==> src/sv/amc_pkg.sv <==
package amc_pkg;

    localparam int MEM_DEPTH     = 256;
    localparam int WORD_BITS     = 16;
    localparam int ADDR_BITS     = $clog2(MEM_DEPTH);
    localparam int CNT_BITS      = $clog2(WORD_BITS);
    localparam int FIELD_BITS    = 16;
    localparam int PC_FIELD_BITS = 8;
    localparam int KIND_BITS     = 2;
    localparam int STATUS_BITS   = 2;

    typedef logic signed [WORD_BITS-1:0] word_t;
    typedef logic [ADDR_BITS-1:0]        addr_t;

    // item kinds
    localparam logic [KIND_BITS-1:0] KIND_WRITE = 2'd0;
    localparam logic [KIND_BITS-1:0] KIND_EXEC  = 2'd1;
    localparam logic [KIND_BITS-1:0] KIND_READ  = 2'd2;

    // halt codes
    localparam logic [STATUS_BITS-1:0] ST_RUN     = 2'd0;
    localparam logic [STATUS_BITS-1:0] ST_STOP    = 2'd1;
    localparam logic [STATUS_BITS-1:0] ST_DIV0    = 2'd2;
    localparam logic [STATUS_BITS-1:0] ST_ILLEGAL = 2'd3;

    // opcodes
    localparam word_t OP_ADD    = word_t'(1);
    localparam word_t OP_SUB    = word_t'(2);
    localparam word_t OP_MUL    = word_t'(3);
    localparam word_t OP_DIV    = word_t'(4);
    localparam word_t OP_JMP    = word_t'(5);
    localparam word_t OP_JMPN   = word_t'(6);
    localparam word_t OP_JMPP   = word_t'(7);
    localparam word_t OP_JMPZ   = word_t'(8);
    localparam word_t OP_COPY   = word_t'(9);
    localparam word_t OP_LOAD   = word_t'(10);
    localparam word_t OP_STORE  = word_t'(11);
    localparam word_t OP_INPUT  = word_t'(12);
    localparam word_t OP_OUTPUT = word_t'(13);
    localparam word_t OP_STOP   = word_t'(14);

    typedef struct packed {
        logic  we;
        addr_t waddr;
        word_t wdata;
        logic  re;
        addr_t raddr;
    } mem_req_t;

    typedef struct packed {
        logic [PC_FIELD_BITS-1:0]     pc;
        logic signed [FIELD_BITS-1:0] acc;
        logic [STATUS_BITS-1:0]       status;
        logic                         out_valid;
        logic signed [FIELD_BITS-1:0] out_value;
        logic signed [FIELD_BITS-1:0] read_data;
    } result_t;

endpackage

==> src/sv/amc_ctrl.sv <==
module amc_ctrl (
    input  logic                               clk,
    input  logic                               rst_n,
    input  logic                               in_valid,
    output logic                               in_ready,
    input  logic [amc_pkg::KIND_BITS-1:0]      kind,
    input  logic [7:0]                         address,
    input  logic signed [amc_pkg::FIELD_BITS-1:0] data,
    output amc_pkg::mem_req_t                  mem_req,
    input  amc_pkg::word_t                     rd_data,
    output logic                               div_start,
    output amc_pkg::word_t                     div_dividend,
    output amc_pkg::word_t                     div_divisor,
    input  logic                               div_busy,
    input  logic                               div_done,
    input  amc_pkg::word_t                     div_quot,
    input  logic                               res_free,
    output logic                               res_push,
    output amc_pkg::result_t                   res
);
    import amc_pkg::*;

    localparam logic [2:0] S_IDLE = 3'd0;
    localparam logic [2:0] S_RDW  = 3'd1;
    localparam logic [2:0] S_OP   = 3'd2;
    localparam logic [2:0] S_OPA  = 3'd3;
    localparam logic [2:0] S_MEM  = 3'd4;
    localparam logic [2:0] S_OPB  = 3'd5;
    localparam logic [2:0] S_DIV  = 3'd6;
    localparam logic [2:0] S_RESP = 3'd7;

    logic [2:0]             state_reg, state_next;
    addr_t                  pc_reg, pc_next;
    word_t                  acc_reg, acc_next;
    logic [STATUS_BITS-1:0] halt_reg, halt_next;
    word_t                  op_reg, op_next;
    addr_t                  a_reg, a_next;
    word_t                  val_reg, val_next;
    word_t                  data_reg, data_next;
    logic                   ov_reg, ov_next;
    word_t                  oval_reg, oval_next;
    word_t                  rdata_reg, rdata_next;
    logic                   accept;
    word_t                  product;

    assign in_ready = (state_reg == S_IDLE);
    assign accept   = in_valid && in_ready;
    assign product  = WORD_BITS'(acc_reg * rd_data);

    assign div_dividend = acc_reg;
    assign div_divisor  = rd_data;

    always_comb
    begin
        state_next = state_reg;
        pc_next    = pc_reg;
        acc_next   = acc_reg;
        halt_next  = halt_reg;
        op_next    = op_reg;
        a_next     = a_reg;
        val_next   = val_reg;
        data_next  = data_reg;
        ov_next    = ov_reg;
        oval_next  = oval_reg;
        rdata_next = rdata_reg;
        mem_req    = '0;
        div_start  = 1'b0;
        res_push   = 1'b0;
        case (state_reg)
            S_IDLE:
            begin
                if (accept)
                begin
                    data_next  = WORD_BITS'(data);
                    ov_next    = 1'b0;
                    oval_next  = '0;
                    rdata_next = '0;
                    state_next = S_RESP;
                    case (kind)
                        KIND_WRITE:
                        begin
                            mem_req.we    = 1'b1;
                            mem_req.waddr = ADDR_BITS'(address);
                            mem_req.wdata = WORD_BITS'(data);
                        end
                        KIND_EXEC:
                        begin
                            // halted: report state, change nothing
                            if (halt_reg == ST_RUN)
                            begin
                                mem_req.re    = 1'b1;
                                mem_req.raddr = pc_reg;
                                state_next    = S_OP;
                            end
                        end
                        KIND_READ:
                        begin
                            mem_req.re    = 1'b1;
                            mem_req.raddr = ADDR_BITS'(address);
                            state_next    = S_RDW;
                        end
                        default:
                        begin
                            state_next = S_RESP;
                        end
                    endcase
                end
            end
            S_RDW:
            begin
                rdata_next = rd_data;
                state_next = S_RESP;
            end
            S_OP:
            begin
                op_next       = rd_data;
                mem_req.re    = 1'b1;
                mem_req.raddr = pc_reg + ADDR_BITS'(1);
                state_next    = S_OPA;
            end
            S_OPA:
            begin
                a_next        = rd_data[ADDR_BITS-1:0];
                mem_req.re    = 1'b1;
                mem_req.raddr = rd_data[ADDR_BITS-1:0];
                state_next    = S_MEM;
            end
            S_MEM:
            begin
                // rd_data holds the operand word m[a]
                state_next = S_RESP;
                pc_next    = pc_reg + ADDR_BITS'(2);
                case (op_reg)
                    OP_ADD:
                    begin
                        acc_next = acc_reg + rd_data;
                    end
                    OP_SUB:
                    begin
                        acc_next = acc_reg - rd_data;
                    end
                    OP_MUL:
                    begin
                        acc_next = product;
                    end
                    OP_DIV:
                    begin
                        if (rd_data == '0)
                        begin
                            halt_next = ST_DIV0;
                            pc_next   = pc_reg;
                        end
                        else
                        begin
                            div_start  = 1'b1;
                            pc_next    = pc_reg;
                            state_next = S_DIV;
                        end
                    end
                    OP_JMP:
                    begin
                        pc_next = a_reg;
                    end
                    OP_JMPN:
                    begin
                        if (acc_reg[WORD_BITS-1])
                        begin
                            pc_next = a_reg;
                        end
                    end
                    OP_JMPP:
                    begin
                        if (!acc_reg[WORD_BITS-1] && acc_reg != '0)
                        begin
                            pc_next = a_reg;
                        end
                    end
                    OP_JMPZ:
                    begin
                        if (acc_reg == '0)
                        begin
                            pc_next = a_reg;
                        end
                    end
                    OP_COPY:
                    begin
                        // hold the source word, fetch the destination address
                        val_next      = rd_data;
                        pc_next       = pc_reg;
                        mem_req.re    = 1'b1;
                        mem_req.raddr = pc_reg + ADDR_BITS'(2);
                        state_next    = S_OPB;
                    end
                    OP_LOAD:
                    begin
                        acc_next = rd_data;
                    end
                    OP_STORE:
                    begin
                        mem_req.we    = 1'b1;
                        mem_req.waddr = a_reg;
                        mem_req.wdata = acc_reg;
                    end
                    OP_INPUT:
                    begin
                        mem_req.we    = 1'b1;
                        mem_req.waddr = a_reg;
                        mem_req.wdata = data_reg;
                    end
                    OP_OUTPUT:
                    begin
                        ov_next   = 1'b1;
                        oval_next = rd_data;
                    end
                    OP_STOP:
                    begin
                        halt_next = ST_STOP;
                        pc_next   = pc_reg;
                    end
                    default:
                    begin
                        halt_next = ST_ILLEGAL;
                        pc_next   = pc_reg;
                    end
                endcase
            end
            S_OPB:
            begin
                mem_req.we    = 1'b1;
                mem_req.waddr = rd_data[ADDR_BITS-1:0];
                mem_req.wdata = val_reg;
                pc_next       = pc_reg + ADDR_BITS'(3);
                state_next    = S_RESP;
            end
            S_DIV:
            begin
                if (div_done)
                begin
                    acc_next   = div_quot;
                    pc_next    = pc_reg + ADDR_BITS'(2);
                    state_next = S_RESP;
                end
            end
            S_RESP:
            begin
                if (res_free)
                begin
                    res_push   = 1'b1;
                    state_next = S_IDLE;
                end
            end
            default:
            begin
                state_next = S_IDLE;
            end
        endcase
    end

    always_ff @(posedge clk or negedge rst_n)
    begin
        if (!rst_n)
        begin
            state_reg <= S_IDLE;
            pc_reg    <= '0;
            acc_reg   <= '0;
            halt_reg  <= ST_RUN;
        end
        else
        begin
            state_reg <= state_next;
            pc_reg    <= pc_next;
            acc_reg   <= acc_next;
            halt_reg  <= halt_next;
        end
    end

    always_ff @(posedge clk)
    begin
        op_reg    <= op_next;
        a_reg     <= a_next;
        val_reg   <= val_next;
        data_reg  <= data_next;
        ov_reg    <= ov_next;
        oval_reg  <= oval_next;
        rdata_reg <= rdata_next;
    end

    always_comb
    begin
        res.pc        = PC_FIELD_BITS'(pc_reg);
        res.acc       = FIELD_BITS'(acc_reg);
        res.status    = halt_reg;
        res.out_valid = ov_reg;
        res.out_value = FIELD_BITS'(oval_reg);
        res.read_data = FIELD_BITS'(rdata_reg);
    end

    a_halt_sticky: assert property (@(posedge clk) disable iff (!rst_n)
        (halt_reg != ST_RUN) |=> (halt_reg != ST_RUN))
        else $error("halt code returned to running");

    a_halted_exec_idle: assert property (@(posedge clk) disable iff (!rst_n)
        (accept && kind == KIND_EXEC && halt_reg != ST_RUN)
            |=> (state_reg == S_RESP && $stable(pc_reg) && $stable(acc_reg)))
        else $error("halted block changed state on execute");

    a_div_wait: assert property (@(posedge clk) disable iff (!rst_n)
        (state_reg == S_DIV) |-> (div_busy || div_done))
        else $error("waiting on divider that is not running");

    a_no_rw_clash: assert property (@(posedge clk) disable iff (!rst_n)
        (mem_req.we && mem_req.re) |-> (mem_req.waddr != mem_req.raddr))
        else $error("read and write of the same word in one cycle");

endmodule

==> config.mk <==
export PLATFORM = sky130hd
export DESIGN_NAME = amc_ctrl
export DESIGN_NICKNAME = d
export VERILOG_FILES = /design/src/sv/amc_pkg.sv /design/src/sv/amc_ctrl.sv
export SDC_FILE = /design/constraint.sdc
export NUM_CORES = 1
export LEC_CHECK = 0
export BUFFER_PORTS_ARGS = -buffer_cell sky130_fd_sc_hd__buf_2
export CAP_MARGIN = 15
export CORE_MARGIN = 3
export CORE_UTILIZATION = 43
export DETAILED_ROUTE_END_ITERATION = 10
export HOLD_SLACK_MARGIN = 0.15
export PLACE_DENSITY = 0.64
export SYNTH_ARGS = -nofsm -noshare
export SYNTH_HDL_FRONTEND = slang
export SYNTH_SLANG_ARGS = --single-unit
==> constraint.sdc <==
create_clock -name clk -period 5.4 [get_ports clk]
set_input_delay 0.54 -clock clk [delete_from_list [all_inputs] [get_ports clk]]
set_output_delay 0.54 -clock clk [all_outputs]
set_load 0.005 [all_outputs]
==> results.sh <==
export IMPL_avg_vias_per_cell=5.66
export IMPL_route_detailed_wl_per_inst_um=20.8
export IMPL_first_pass_grt_wire_length_um=57200
export IMPL_tritoncts_sink_count=118
export IMPL_timing_hold_ws_ns=0.232
export IMPL_run_status="finished clean"
export IMPL_synthXorXnorAreaFrac_pct=5.91
export IMPL_critical_path_peak_fanout=7
export IMPL_cp_arrival_ns=5.59
export IMPL_cts_reportedPaths_clkPinSlew_ns=0.07
export IMPL_design_core_area_sq_mm=0.0264
export IMPL_hp_class="in2async"
export IMPL_grt_start_max_net_pins=36
export IMPL_die_width_um=171
export IMPL_cts_max_level=4
export IMPL_initial_core_util_pct=44.2
export IMPL_overflow=0
export IMPL_synth_area_leaders="edfxtp_1 23%, fa_1 14%, ha_1 9.2%"
export IMPL_clockBufferDepth=2
export IMPL_synth_edf_count=89
export IMPL_timing_clock_skew_ns=0.0128
export IMPL_synth_warnings=0
export IMPL_synth_flop_cell="edfxtp_1"
export IMPL_cell_repeated_most_along_the_worst_path="fa_1"
export IMPL_top_level_ports=192
export IMPL_tritoncts="built"
export IMPL_tritoncts_num_buffers=17
export IMPL_synth_top_family_by_area="adder cells"
export IMPL_setup_tns_ns=0
export IMPL_min_period_over_period_pct=97.3
export IMPL_layout_drive_gt1_share_pct=24.6
export IMPL_cp_data_required_time_ns=5.74
export IMPL_mappedNetlistArea_sq_mm=0.0116
export IMPL_synth_async_sr_flop_share_pct=24.6
export IMPL_setup_repair_after_global_routing_missed_its_margin="yes"
export IMPL_synth_simple_gate_area_share_pct=16.9
export IMPL_post_synth_top_count_cell="inv_1"
export IMPL_post_synth_inst_count=1274
export IMPL_grt_total_usage_pct=25.6
export IMPL_post_placement_cell_count=1776
export IMPL_finalWorstPathRequiredPeriod_ns=5.26
export IMPL_timing_slew_headroom_pct=20.6
export IMPL_finalMaxSlewViolations=0
export IMPL_routabilityCongestion=0.927
export IMPL_synth_largest_area_cell="edfxtp_1"
export IMPL_total_number_of_placement_rows=59
export IMPL_yosysTopAreaCellShare_pct=23.0
export IMPL_die_height_um=171
export IMPL_maxClockFrequency_mhz=190
export IMPL_synth_seq_area_share_pct=29.2
export IMPL_synth_fa_ha_area_share_pct=23.0
export IMPL_synth_commonest_cells="156 x inv_1, 147 x nand2_1, 89 x edfxtp_1"
export IMPL_yosys_cell_types_count=78
export IMPL_dp_slack_ns=-0.249
export IMPL_final_instance_count_excl_fill=1815
export IMPL_count_of_nets_left_with_antenna_violations_after_detail_routing=0
export IMPL_drc_violation_count_after_routing=0
export IMPL_flow_area_growth_from_synthesis_pct=19.2
export IMPL_setup_violations_final=0
export IMPL_drt_pass1_iter_count=7
export IMPL_cp_slowest_stage_delay_ns=0.55
export IMPL_critPathKind="reg2reg"
export IMPL_total_of_buffers_placed_on_input_and_output_ports=190
export IMPL_worst_setup_path_end_kind="register"
export IMPL_hold_viol=0
export IMPL_fp_dieArea_sq_mm=0.0291
export IMPL_synth_compound_area_share_pct=14.4
export IMPL_timing_critical_path_cells="buf_4 -> and2_1 -> fa_1 -> inv_1 -> fa_1 -> inv_1 -> ha_1 -> inv_1 -> fa_1 -> fa_1 -> fa_1 -> inv_1 -> ha_1 -> nor3_1 -> o21ai_0 -> a31oi_2 -> nor2_2 -> o21a_1 -> nor3b_2 -> a2111oi_2 -> o31ai_1"
export IMPL_grt_antenna_before_repair=2
export IMPL_postSynthRegisterBits=118
export IMPL_worst_slew_pin_slew_ns=1.19
export IMPL_final_setup_worst_slack_ns=0.144
export IMPL_worst_setup_path_start_kind="register"
export IMPL_detailroute_via_count=10278
export IMPL_drt_iter0_markers=1004
export IMPL_total_of_max_cap_violations=0
export IMPL_routed_wirelength_um=37700
export IMPL_clkLatencyLatePin_ns=0.43
export IMPL_fin_nets=1695
export IMPL_first_global_vias=10125
export IMPL_critPathSlowestCell="fa_1"
export IMPL_dp_final_hpwl_um=28200
export IMPL_synth_mux_area_share_pct=0.817
export IMPL_postSynthNetCount=1504
export IMPL_postSynthAreaPerCell_sq_um=9.14
export IMPL_clock_root_buffer="clkbuf_16"
-- placed cells by master, fill, tap and decap left out, drive strengths merged, types with 50 or more instances in the layout --
master,synthesis,final
inv,156,166
fa,80,80
nand2,147,147
o21ai,73,73
nor2,63,63
buf,44,282
xnor2,50,50
ha,86,86
and2,81,81
edfxtp,89,89
-- area by class of cell --
class	count	area, sq um
Antenna cell	2	5.00
Clock buffer	17	425
Clock inverter	15	151
Fill cell	2463	12500
Inverter	156	586
Multi-Input combinational cell	890	7230
Sequential cell	118	3410
Tap cell	335	419
Timing Repair Buffer	282	1650
-- metal layers --
layer / vias up / track usage, % / routed length (um)
met5: - / 0 / 0
met4: 0 / 8.01 / 962
met3: 57 / 4.81 / 3190
met2: 529 / 40.8 / 17400
met1: 5000 / 35.6 / 16200
li1: 4692 / - / -
-- kinds of logic (layout without fill, tap and decap cells) --
logic type,Yosys count,count (layout)
compound gates,253,253
xor+xnor,77,77
fa+ha+maj,166,166
buf+inv,266,470
flops,118,118
mux,9,9
other cells,0,2
simple gates,385,385
-- through the flow --
stage	area (sq um)	utilization [%]
floorplan	11700	-
global placement	13100	49.9
detailed placement	13100	49.9
CTS	13700	52.1
global route	13900	52.7
finish	13900	52.7
-- repair_timing --
item,CTS,global route
setup buffers,0,5
hold buffers,0,0
pin swaps,1,8
gates resized for setup,1,25
setup endpoints to repair,2,6
-- worst max-delay path: cells and delay by family (launching register included) --
family	cells	cell delay, ns
AO/OA/AOI/OAI	5	0.91
flip-flops	1	0.47
buffers and inverters	5	0.41
adder cells (fa/ha/maj)	7	2.76
AND/OR/NAND/NOR	4	0.60
-- worst paths after layout --
path                       depth (start not counted)  slack [ns]               end             from
hold reg to reg                                    1        0.54       halt_reg[1]      halt_reg[1]
hold / removal                                     1        0.23  div_dividend[15]            rst_n
setup reg to reg                                  21        0.14  div_dividend[12]  div_dividend[5]
setup / recovery                                  21        0.14  div_dividend[12]  div_dividend[5]
max in group asynchronous                          1        4.54   div_dividend[3]            rst_n
min in group clk                                   1        0.31       data_reg[6]          data[6]
Power is left out: the tool's default activity adds up to more than one toggle a clock period on the data nets, which glitch-free logic cannot reach.
