<file path="src/sv/amc_pkg.sv">
package amc_pkg;

    localparam int MEM_DEPTH     = 256;
    localparam int WORD_BITS     = 16;
    localparam int ADDR_BITS     = $clog2(MEM_DEPTH);
    localparam int CNT_BITS      = $clog2(WORD_BITS);
    localparam int FIELD_BITS    = 16;
    localparam int PC_FIELD_BITS = 8;
    localparam int KIND_BITS     = 2;
    localparam int STATUS_BITS   = 2;

    typedef logic signed [WORD_BITS-1:0] word_t;
    typedef logic [ADDR_BITS-1:0]        addr_t;

    // item kinds
    localparam logic [KIND_BITS-1:0] KIND_WRITE = 2'd0;
    localparam logic [KIND_BITS-1:0] KIND_EXEC  = 2'd1;
    localparam logic [KIND_BITS-1:0] KIND_READ  = 2'd2;

    // halt codes
    localparam logic [STATUS_BITS-1:0] ST_RUN     = 2'd0;
    localparam logic [STATUS_BITS-1:0] ST_STOP    = 2'd1;
    localparam logic [STATUS_BITS-1:0] ST_DIV0    = 2'd2;
    localparam logic [STATUS_BITS-1:0] ST_ILLEGAL = 2'd3;

    // opcodes
    localparam word_t OP_ADD    = word_t'(1);
    localparam word_t OP_SUB    = word_t'(2);
    localparam word_t OP_MUL    = word_t'(3);
    localparam word_t OP_DIV    = word_t'(4);
    localparam word_t OP_JMP    = word_t'(5);
    localparam word_t OP_JMPN   = word_t'(6);
    localparam word_t OP_JMPP   = word_t'(7);
    localparam word_t OP_JMPZ   = word_t'(8);
    localparam word_t OP_COPY   = word_t'(9);
    localparam word_t OP_LOAD   = word_t'(10);
    localparam word_t OP_STORE  = word_t'(11);
    localparam word_t OP_INPUT  = word_t'(12);
    localparam word_t OP_OUTPUT = word_t'(13);
    localparam word_t OP_STOP   = word_t'(14);

    typedef struct packed {
        logic  we;
        addr_t waddr;
        word_t wdata;
        logic  re;
        addr_t raddr;
    } mem_req_t;

    typedef struct packed {
        logic [PC_FIELD_BITS-1:0]     pc;
        logic signed [FIELD_BITS-1:0] acc;
        logic [STATUS_BITS-1:0]       status;
        logic                         out_valid;
        logic signed [FIELD_BITS-1:0] out_value;
        logic signed [FIELD_BITS-1:0] read_data;
    } result_t;

endpackage

</file>
<file path="src/sv/amc_div.sv">
module amc_div (
    input  logic           clk,
    input  logic           rst_n,
    input  logic           start,
    input  amc_pkg::word_t dividend,
    input  amc_pkg::word_t divisor,
    output logic           busy,
    output logic           done,
    output amc_pkg::word_t quotient
);
    import amc_pkg::*;

    logic                 busy_reg, busy_next;
    logic                 done_reg, done_next;
    logic [CNT_BITS-1:0]  cnt_reg, cnt_next;
    logic [WORD_BITS-1:0] rem_reg, rem_next;
    logic [WORD_BITS-1:0] quo_reg, quo_next;
    logic [WORD_BITS-1:0] dvs_reg, dvs_next;
    logic                 neg_reg, neg_next;
    logic [WORD_BITS:0]   shifted;
    logic [WORD_BITS:0]   diff;
    logic                 last;

    assign shifted = {rem_reg, quo_reg[WORD_BITS-1]};
    assign diff    = shifted - {1'b0, dvs_reg};
    assign last    = (cnt_reg == CNT_BITS'(WORD_BITS - 1));

    always_comb
    begin
        busy_next = busy_reg;
        done_next = 1'b0;
        cnt_next  = cnt_reg;
        rem_next  = rem_reg;
        quo_next  = quo_reg;
        dvs_next  = dvs_reg;
        neg_next  = neg_reg;
        if (start)
        begin
            // work on magnitudes, fix the sign at the end
            busy_next = 1'b1;
            cnt_next  = '0;
            rem_next  = '0;
            quo_next  = dividend[WORD_BITS-1] ? -dividend : dividend;
            dvs_next  = divisor[WORD_BITS-1] ? -divisor : divisor;
            neg_next  = dividend[WORD_BITS-1] ^ divisor[WORD_BITS-1];
        end
        else if (busy_reg)
        begin
            rem_next = diff[WORD_BITS] ? shifted[WORD_BITS-1:0] : diff[WORD_BITS-1:0];
            quo_next = {quo_reg[WORD_BITS-2:0], ~diff[WORD_BITS]};
            cnt_next = cnt_reg + CNT_BITS'(1);
            if (last)
            begin
                busy_next = 1'b0;
                done_next = 1'b1;
            end
        end
    end

    always_ff @(posedge clk or negedge rst_n)
    begin
        if (!rst_n)
        begin
            busy_reg <= 1'b0;
            done_reg <= 1'b0;
            cnt_reg  <= '0;
        end
        else
        begin
            busy_reg <= busy_next;
            done_reg <= done_next;
            cnt_reg  <= cnt_next;
        end
    end

    always_ff @(posedge clk)
    begin
        rem_reg <= rem_next;
        quo_reg <= quo_next;
        dvs_reg <= dvs_next;
        neg_reg <= neg_next;
    end

    assign busy     = busy_reg;
    assign done     = done_reg;
    assign quotient = neg_reg ? -quo_reg : quo_reg;

    a_done_after_last: assert property (@(posedge clk) disable iff (!rst_n)
        (busy_reg && last && !start) |=> (done_reg && !busy_reg))
        else $error("divider did not finish after last step");

    a_done_one_cycle: assert property (@(posedge clk) disable iff (!rst_n)
        done_reg |=> !done_reg)
        else $error("divider done held longer than one cycle");

    a_no_start_busy: assert property (@(posedge clk) disable iff (!rst_n)
        start |-> !busy_reg)
        else $error("divider started while busy");

endmodule

</file>
<file path="config.mk">
export PLATFORM = sky130hd
export DESIGN_NAME = amc_div
export DESIGN_NICKNAME = d
export VERILOG_FILES = /design/src/sv/amc_pkg.sv /design/src/sv/amc_div.sv
export SDC_FILE = /design/constraint.sdc
export NUM_CORES = 1
export LEC_CHECK = 0
export BUFFER_PORTS_ARGS = -buffer_cell sky130_fd_sc_hd__buf_2
export CAP_MARGIN = 20
export CELL_PAD_IN_SITES_DETAIL_PLACEMENT = 1
export CELL_PAD_IN_SITES_GLOBAL_PLACEMENT = 1
export CORE_MARGIN = 5
export CORE_UTILIZATION = 44
export DETAILED_ROUTE_END_ITERATION = 10
export PLACE_DENSITY_LB_ADDON = 0.1
export SKIP_LAST_GASP = 1
export SLEW_MARGIN = 20
export SYNTH_ARGS = -nofsm -noshare
export SYNTH_HDL_FRONTEND = slang
export SYNTH_SLANG_ARGS = --single-unit
</file>
<file path="constraint.sdc">
create_clock -name clk -period 2.9 [get_ports clk]
set_clock_uncertainty 0.05 [all_clocks]
set_input_delay 0.145 -clock clk [delete_from_list [all_inputs] [get_ports clk]]
set_output_delay 0.145 -clock clk [all_outputs]
set_load 0.01 [all_outputs]
</file>
==> impl_metrics.tcl, run 1 <==
set metrics [dict create \
    cp_peak_stage_delay_ns 0.39 \
    syn2layout_area_growth_pct 13.3 \
    drt_pre_antenna_iters 4 \
    nFillCells 1039 \
    multi_input_comb_area_sq_um 2230 \
    detailed_place_hpwl_mm 7.32 \
    initialDrtViolationCount 125 \
    timing_max_transition_violations_final 0 \
    outcome "completed" \
    layoutNonFillerInstCount 592 \
    path_class "reg2reg" \
    yosysTopAreaCellShare_pct 25.6 \
    first_global_vias 3302 \
    report.final.hold_viol_count 0 \
    power_per_cell_area_nw_per_um2 597 \
    weighted_congestion_reported_at_the_end_of_routability_driven_placement 0.799 \
    grt_first_pass_wirelength_mm 15.7 \
    post-route-min-period_ns 2.71 \
    clock_latency_ns 0.31 \
    setup.worst_path.end_class "register" \
    yosysWarnings 0 \
    track_usage_pct 17.2 \
    avgRoutedWirePerCell_um 15.7 \
    sequential_cell_area_sq_um 1460 \
    grt_antenna_before_repair 0 \
    drt-vias-per-instance 5.44 \
    launching_element_type_of_the_critical_path "register" \
    avgSynthCellArea_sq_um 9.00 \
    timing.critical_path.mode_cell "sky130_fd_sc_hd__buf_4" \
    routed.top_layer "met4" \
    timing.critical_path.cells "inv_1 > ha_1 > fa_1 > nand2b_1 > a21oi_2 > o21ai_2 > o31ai_4 > xnor2_2 > buf_4 > buf_4 > o311ai_1" \
    total_leakage_power_nw 1.84 \
    seq_area_frac_synth_pct 37.7 \
    final_cell_mix "sky130_fd_sc_hd__buf_2, sky130_fd_sc_hd__nand2_1, sky130_fd_sc_hd__nor2_1" \
    maximum_clock_rate_mhz 369 \
    dieArea_sq_um 10800 \
    postSynth.asyncResetShare_pct 10.9 \
    hp-class "in2reg" \
    synthesized_area_fraction_occupied_by_adder_cells_pct 6.97 \
    htree_num_levels 2 \
    portBuffers 52 \
    grt_start_max_net_pins 40 \
    setup_viol 0 \
    cts.reportedPaths.clkPinSlew_ns 0.10 \
    diodes 0 \
    die_width_um 104 \
    worst_ep_arrival_time_ns 2.87 \
    timing.critical_path.max_delay_family "compound AO/OA/AOI/OAI gates" \
    cts-root-to-sink-buffers 2 \
    tritoncts "yes" \
    io_pins 53 \
    post-route-drc-count 0 \
    place.detailed.instances 580 \
    route.layer.met1.wl_mm 4.68 \
    share_of_the_clock_period_used_by_the_worst_path_after_layout_pct 93.4 \
    count_of_vias_placed_by_the_detailed_router 3222 \
    worstMarginPinSlew_ns 0.685 \
    netlist_area_sq_um 3880 \
    cts.sink_count 55 \
    timing.critical_path.from "quo_reg[15]" \
    critical_path.reg2reg.endpoint "rem_reg[3]" \
    required_ns 3.07 \
    final.hold.worst_slack_ns 0.0360 \
    total_power_w 0.00262 \
    r2r.worst_path.cells 11 \
    yosys.area_share.xor_xnor_pct 13.3 \
    cpMaxStageDelayCell "sky130_fd_sc_hd__fa_1" \
    finalSetupTns_ns 0 \
    wl_met3_um 264 \
    rsz0062_at_grt "no" \
    core_area_sq_um 8640 \
    critPathBufInv 3 \
    postSynthRegisterBits 55 \
    wirelength_mm 9.32 \
    clock-root-buffer "sky130_fd_sc_hd__clkbuf_8" \
    route.met2.wl_mm 4.30 \
    floorplan.initialDensity_pct 44.9 \
    cts_buffers 5 \
    number_of_flops_mapped_to_enable_cells_by_yosys 33 \
    rrSetupSlack_ns 0.19 \
    fp.dieH_um 104 \
    synth_simple_gate_area_share_pct 18.1 \
    mappedNetlistNets 487 \
    number_of_max_cap_violations 0 \
    relSlewSlack_pct 54.3 \
    worst_path_max_fanout 6 \
    dominant_combinational_cell_family_by_area_after_synthesis "simple AND/OR/NAND/NOR gates" \
    post_synth_num_cell_types 57 \
    overflow 0 \
    synth_ff_type "sky130_fd_sc_hd__edfxtp_1" \
    synthTopCellsByArea "sky130_fd_sc_hd__edfxtp_1, sky130_fd_sc_hd__dfxtp_1, sky130_fd_sc_hd__xnor2_1" \
    nNetsFinal 539 \
    synthCells 431 \
    synth.area.mux_share_pct 1.03 \
    cp.depth 11 \
    crit_end "rem_reg[3]" \
    netlist.top_cell.by_area "sky130_fd_sc_hd__edfxtp_1" \
    crit-reg2reg-launch "quo_reg[15]" \
    vdd.ir_drop.worst_mv 0.216 \
    synth-compound-area-share_pct 18.0 \
    antenna_left 0 \
    final_common_cell "sky130_fd_sc_hd__buf_2" \
    post_route_cells_drive_above_1_share_pct 17.8 \
    floorplan.rows 34 \
]
cells in the mapped netlist (all sizes together) (2+ instances only):
cell and count:
o211ai 3, nand2 52, a311oi 5, clkbuf 12, or3 7, edfxtp 33, xnor2 36, o21ai 20
dfrtp 6, dfxtp 16, o21bai 3, nand4 5, nand2b 12, and3 2, nor2b 3, a22o 2
inv 26, buf 8, a32oi 4, o311ai 5, o41ai 4, a21oi 31, nand3 13, xor2 22
nor2 36, o31ai 11, ha 20, a21o 7, or2 2, a31oi 2, or4 4, nor3 5
mux2i 4
final cells by class:
cell class / instances / share of cell area [%]
flip-flops and latches: 55 / 33.3
well taps: 108 / 3.08
inverters: 26 / 2.22
multi-input cells: 330 / 50.8
repair buffers: 65 / 8.14
clock buffers: 6 / 1.65
clock inverters: 2 / 0.826
timing repair:
item                       4_1_cts  5_1_grt
hold buffers                     1        0
hold endpoints to repair         6        0
gates resized for setup          0        3
setup endpoints to repair        0        4
buffers inserted                 0        2
how the worst min path moves through the flow:
| stage | depth (start not counted) | end | from |
|---|---|---|---|
| 2_1_floorplan | 0 | busy | rst_n |
| 3_3_place_gp | 1 | cnt_reg[2] | rst_n |
| 3_5_place_dp | 1 | cnt_reg[2] | rst_n |
| 4_1_cts | 1 | dvs_reg[0] | divisor[0] |
| 5_1_grt | 1 | dvs_reg[0] | divisor[0] |
| 6_report | 1 | dvs_reg[0] | divisor[0] |
logic make-up (layout without fill, tap and decap cells):
family / Yosys count / in the layout
compound gates: 101 / 101
xor+xnor: 58 / 58
fa+ha+maj: 21 / 21
buf+inv: 46 / 99
flops: 55 / 55
mux: 4 / 4
simple gates: 146 / 146
where the power goes:
group          total (W)  internal, W  switching [W]
Sequential       0.00108     0.000954       0.000125
Clock           0.000510     0.000259       0.000251
Combinational    0.00104     0.000457       0.000580
worst register-to-register path, cell delays in order (launching register included):
cell,delay (ns)
sky130_fd_sc_hd__edfxtp_1,0.37
sky130_fd_sc_hd__inv_1,0.07
sky130_fd_sc_hd__ha_1,0.22
sky130_fd_sc_hd__fa_1,0.39
sky130_fd_sc_hd__nand2b_1,0.21
sky130_fd_sc_hd__a21oi_2,0.19
sky130_fd_sc_hd__o21ai_2,0.12
sky130_fd_sc_hd__o31ai_4,0.28
sky130_fd_sc_hd__xnor2_2,0.13
sky130_fd_sc_hd__buf_4,0.18
sky130_fd_sc_hd__buf_4,0.14
sky130_fd_sc_hd__o311ai_1,0.28
through the flow:
stage               setup slack [ns]  util, %  area [sq um]
floorplan                      0.414        -          3880
global placement               0.276     49.2          4250
detailed placement             0.118     49.2          4250
CTS                            0.101     50.6          4370
global route                 0.00870     50.9          4390
finish                         0.193     50.9          4390
per-layer routing:
layer	vias to the layer above	track usage, %
met2	48	27.6
met4	0	3.61
met3	9	2.67
met1	1537	24.5
met5	-	0
li1	1628	-
Power figures use the tool's default switching activity.
==> run 2, diff against run 1 <==
--- a/config.mk
+++ b/config.mk
@@ -15,5 +15,4 @@
 export PLACE_DENSITY_LB_ADDON = 0.1
 export SKIP_LAST_GASP = 1
-export SLEW_MARGIN = 20
 export SYNTH_ARGS = -nofsm -noshare
 export SYNTH_HDL_FRONTEND = slang
==> constraint.sdc (replaced) <==
create_clock -name clk -period 2.9 [get_ports clk]
set_clock_uncertainty 0.05 [all_clocks]
set_input_delay 0.58 -clock clk [delete_from_list [all_inputs] [get_ports clk]]
set_output_delay 0.58 -clock clk [all_outputs]
set_load 0.01 [all_outputs]
==> impl_metrics.tcl, run 2 (synthesis gave the netlist of run 1 again) <==
set metrics [dict create \
    outcome "finished with violations" \
    failed_checks "setup timing" \
    track_usage_pct 17.3 \
    detailed_place_hpwl_mm 7.40 \
    timing.critical_path.cells "nor3_2 > nand2_1 > or3_4 > or4_4 > o41ai_4 > xnor2_1 > buf_2" \
    final_critical_path_setup_slack_ns -0.0973 \
    maximum_clock_rate_mhz 334 \
    post_route_cells_drive_above_1_share_pct 18.5 \
    setup_viol 4 \
    dp_worst_setup_slack_ns 0.166 \
    total_leakage_power_nw 1.85 \
    cts-root-to-sink-buffers 2 \
    report.final.hold_viol_count 0 \
    cts.sink_count 55 \
    clkPwrFrac_pct 19.3 \
    launching_element_type_of_the_critical_path "register" \
    initialDrtViolationCount 134 \
    nFillCells 1043 \
    wirelength_mm 9.25 \
    timing.critical_path.max_delay_family "simple AND/OR/NAND/NOR gates" \
    weighted_congestion_reported_at_the_end_of_routability_driven_placement 0.788 \
    finalSetupTns_ns -0.223 \
    post-route-min-period_ns 3.00 \
    rrSetupSlack_ns 0.24 \
    critPathBufInv 1 \
    floorplan.initialDensity_pct 44.9 \
    timing.critical_path.from "quo_reg[1]" \
    nNetsFinal 537 \
    critical_path.reg2reg.endpoint "rem_reg[8]" \
    power.sequential.fraction_pct 41.6 \
    cp.depth 7 \
    overflow 0 \
    post-route-drc-count 0 \
    core_area_sq_um 8640 \
    hp-class "in2async" \
    crit_end "quotient[13]" \
    antenna_left 0 \
    first_global_vias 3294 \
    timing_max_transition_violations_final 0 \
    number_of_max_cap_violations 0 \
    fp.dieH_um 104 \
    cpMaxStageDelayCell "sky130_fd_sc_hd__or4_4" \
    count_of_vias_placed_by_the_detailed_router 3220 \
    p_int_w 0.00165 \
    path_class "reg2out" \
    clock-root-buffer "sky130_fd_sc_hd__clkbuf_8" \
    vdd.ir_drop.worst_mv 0.201 \
    die_width_um 104 \
    clock_latency_ns 0.31 \
    avgRoutedWirePerCell_um 15.7 \
    cts.reportedPaths.clkPinSlew_ns 0.11 \
    worstMarginPinSlew_ns 0.871 \
    stdcell_area_sq_um 4410 \
    dpl_cell_area_sq_um 4230 \
    dieArea_sq_um 10800 \
    power.switching_w 0.000947 \
    required_ns 2.27 \
    htree_num_levels 2 \
    relSlewSlack_pct 41.7 \
    drt-vias-per-instance 5.46 \
    final_cell_mix "sky130_fd_sc_hd__buf_2, sky130_fd_sc_hd__nand2_1, sky130_fd_sc_hd__xnor2_1" \
    setup.worst_path.end_class "output port" \
    worst_ep_arrival_time_ns 2.37 \
    syn2layout_area_growth_pct 13.8 \
    grt_start_max_net_pins 62 \
    power_frac_comb_pct 39.1 \
    crit-reg2reg-launch "quo_reg[15]" \
    power_per_cell_area_nw_per_um2 587 \
    worst_path_max_fanout 3 \
    floorplan.rows 34 \
    io_pins 53 \
    grt_antenna_before_repair 1 \
    final_common_cell "sky130_fd_sc_hd__buf_2" \
    r2r.worst_path.cells 11 \
    tritoncts "yes" \
    diodes 0 \
    share_of_the_clock_period_used_by_the_worst_path_after_layout_pct 103 \
    rsz0062_at_grt "yes" \
    cts_buffers 5 \
    drt_pre_antenna_iters 4 \
    ctsHoldBuffers 0 \
    cp_peak_stage_delay_ns 0.47 \
    switching_share_pct 36.5 \
    grt_first_pass_wirelength_mm 16.0 \
    portBuffers 52 \
]
## run 2: power groups by stage
stage,Sequential (W),Combinational (W),Clock [W]
6_report,0.00108,0.00101,0.000500
5_1_grt,0.00110,0.00114,0.000538
4_1_cts,0.00108,0.00101,0.000512
3_5_place_dp,0.00109,0.000998,0
3_3_place_gp,0.00109,0.000966,0
2_1_floorplan,0.00104,0.000740,0
## run 2: worst min path at each step
| stage | startpoint | endpoint | slack (ns) |
|---|---|---|---|
| CTS | rst_n | cnt_reg[2] | 0.01 |
| floorplan | rst_n | busy | 0.23 |
| detailed placement | rst_n | cnt_reg[2] | 0.36 |
| global placement | rst_n | cnt_reg[2] | 0.36 |
| finish | rst_n | done | 0.01 |
| global route | rst_n | cnt_reg[2] | 0.02 |
## run 2: per-stage QoR
step           hold slack [ns]  total power [W]  cells  utilization [%]
2_1_floorplan            0.234          0.00178    431                -
6_report                0.0145          0.00259    590             51.1
3_3_place_gp             0.357          0.00205    577             48.9
3_5_place_dp             0.362          0.00209    577             48.9
4_1_cts                 0.0126          0.00260    588             50.7
5_1_grt                 0.0170          0.00278    590             51.1
## run 2: area by class of cell
class	count	area [sq um]	share of cell area, %
clock buffer	7	108	2.44
timing repair buffer	63	343	7.77
multi-input combinational	330	2260	51.3
clock inverter	1	5.00	0.113
inverter	26	97.6	2.21
tap	108	135	3.06
sequential	55	1460	33.1
## run 2: timing repair
action                     4_1_cts  5_1_grt
cloned                           0        0
pin swaps                        2        1
buffers inserted                 3        2
setup endpoints to repair        5        6
gates resized for setup          5        3
## run 2: per-layer routing
metal  part of all wire [%]  track usage [%]  vias up
li1                       -                -     1628
met5                   0.21                0        -
met1                     48             24.2     1523
met3                    4.2             3.54        7
met2                     47             28.2       60
met4                   0.59             3.05        2
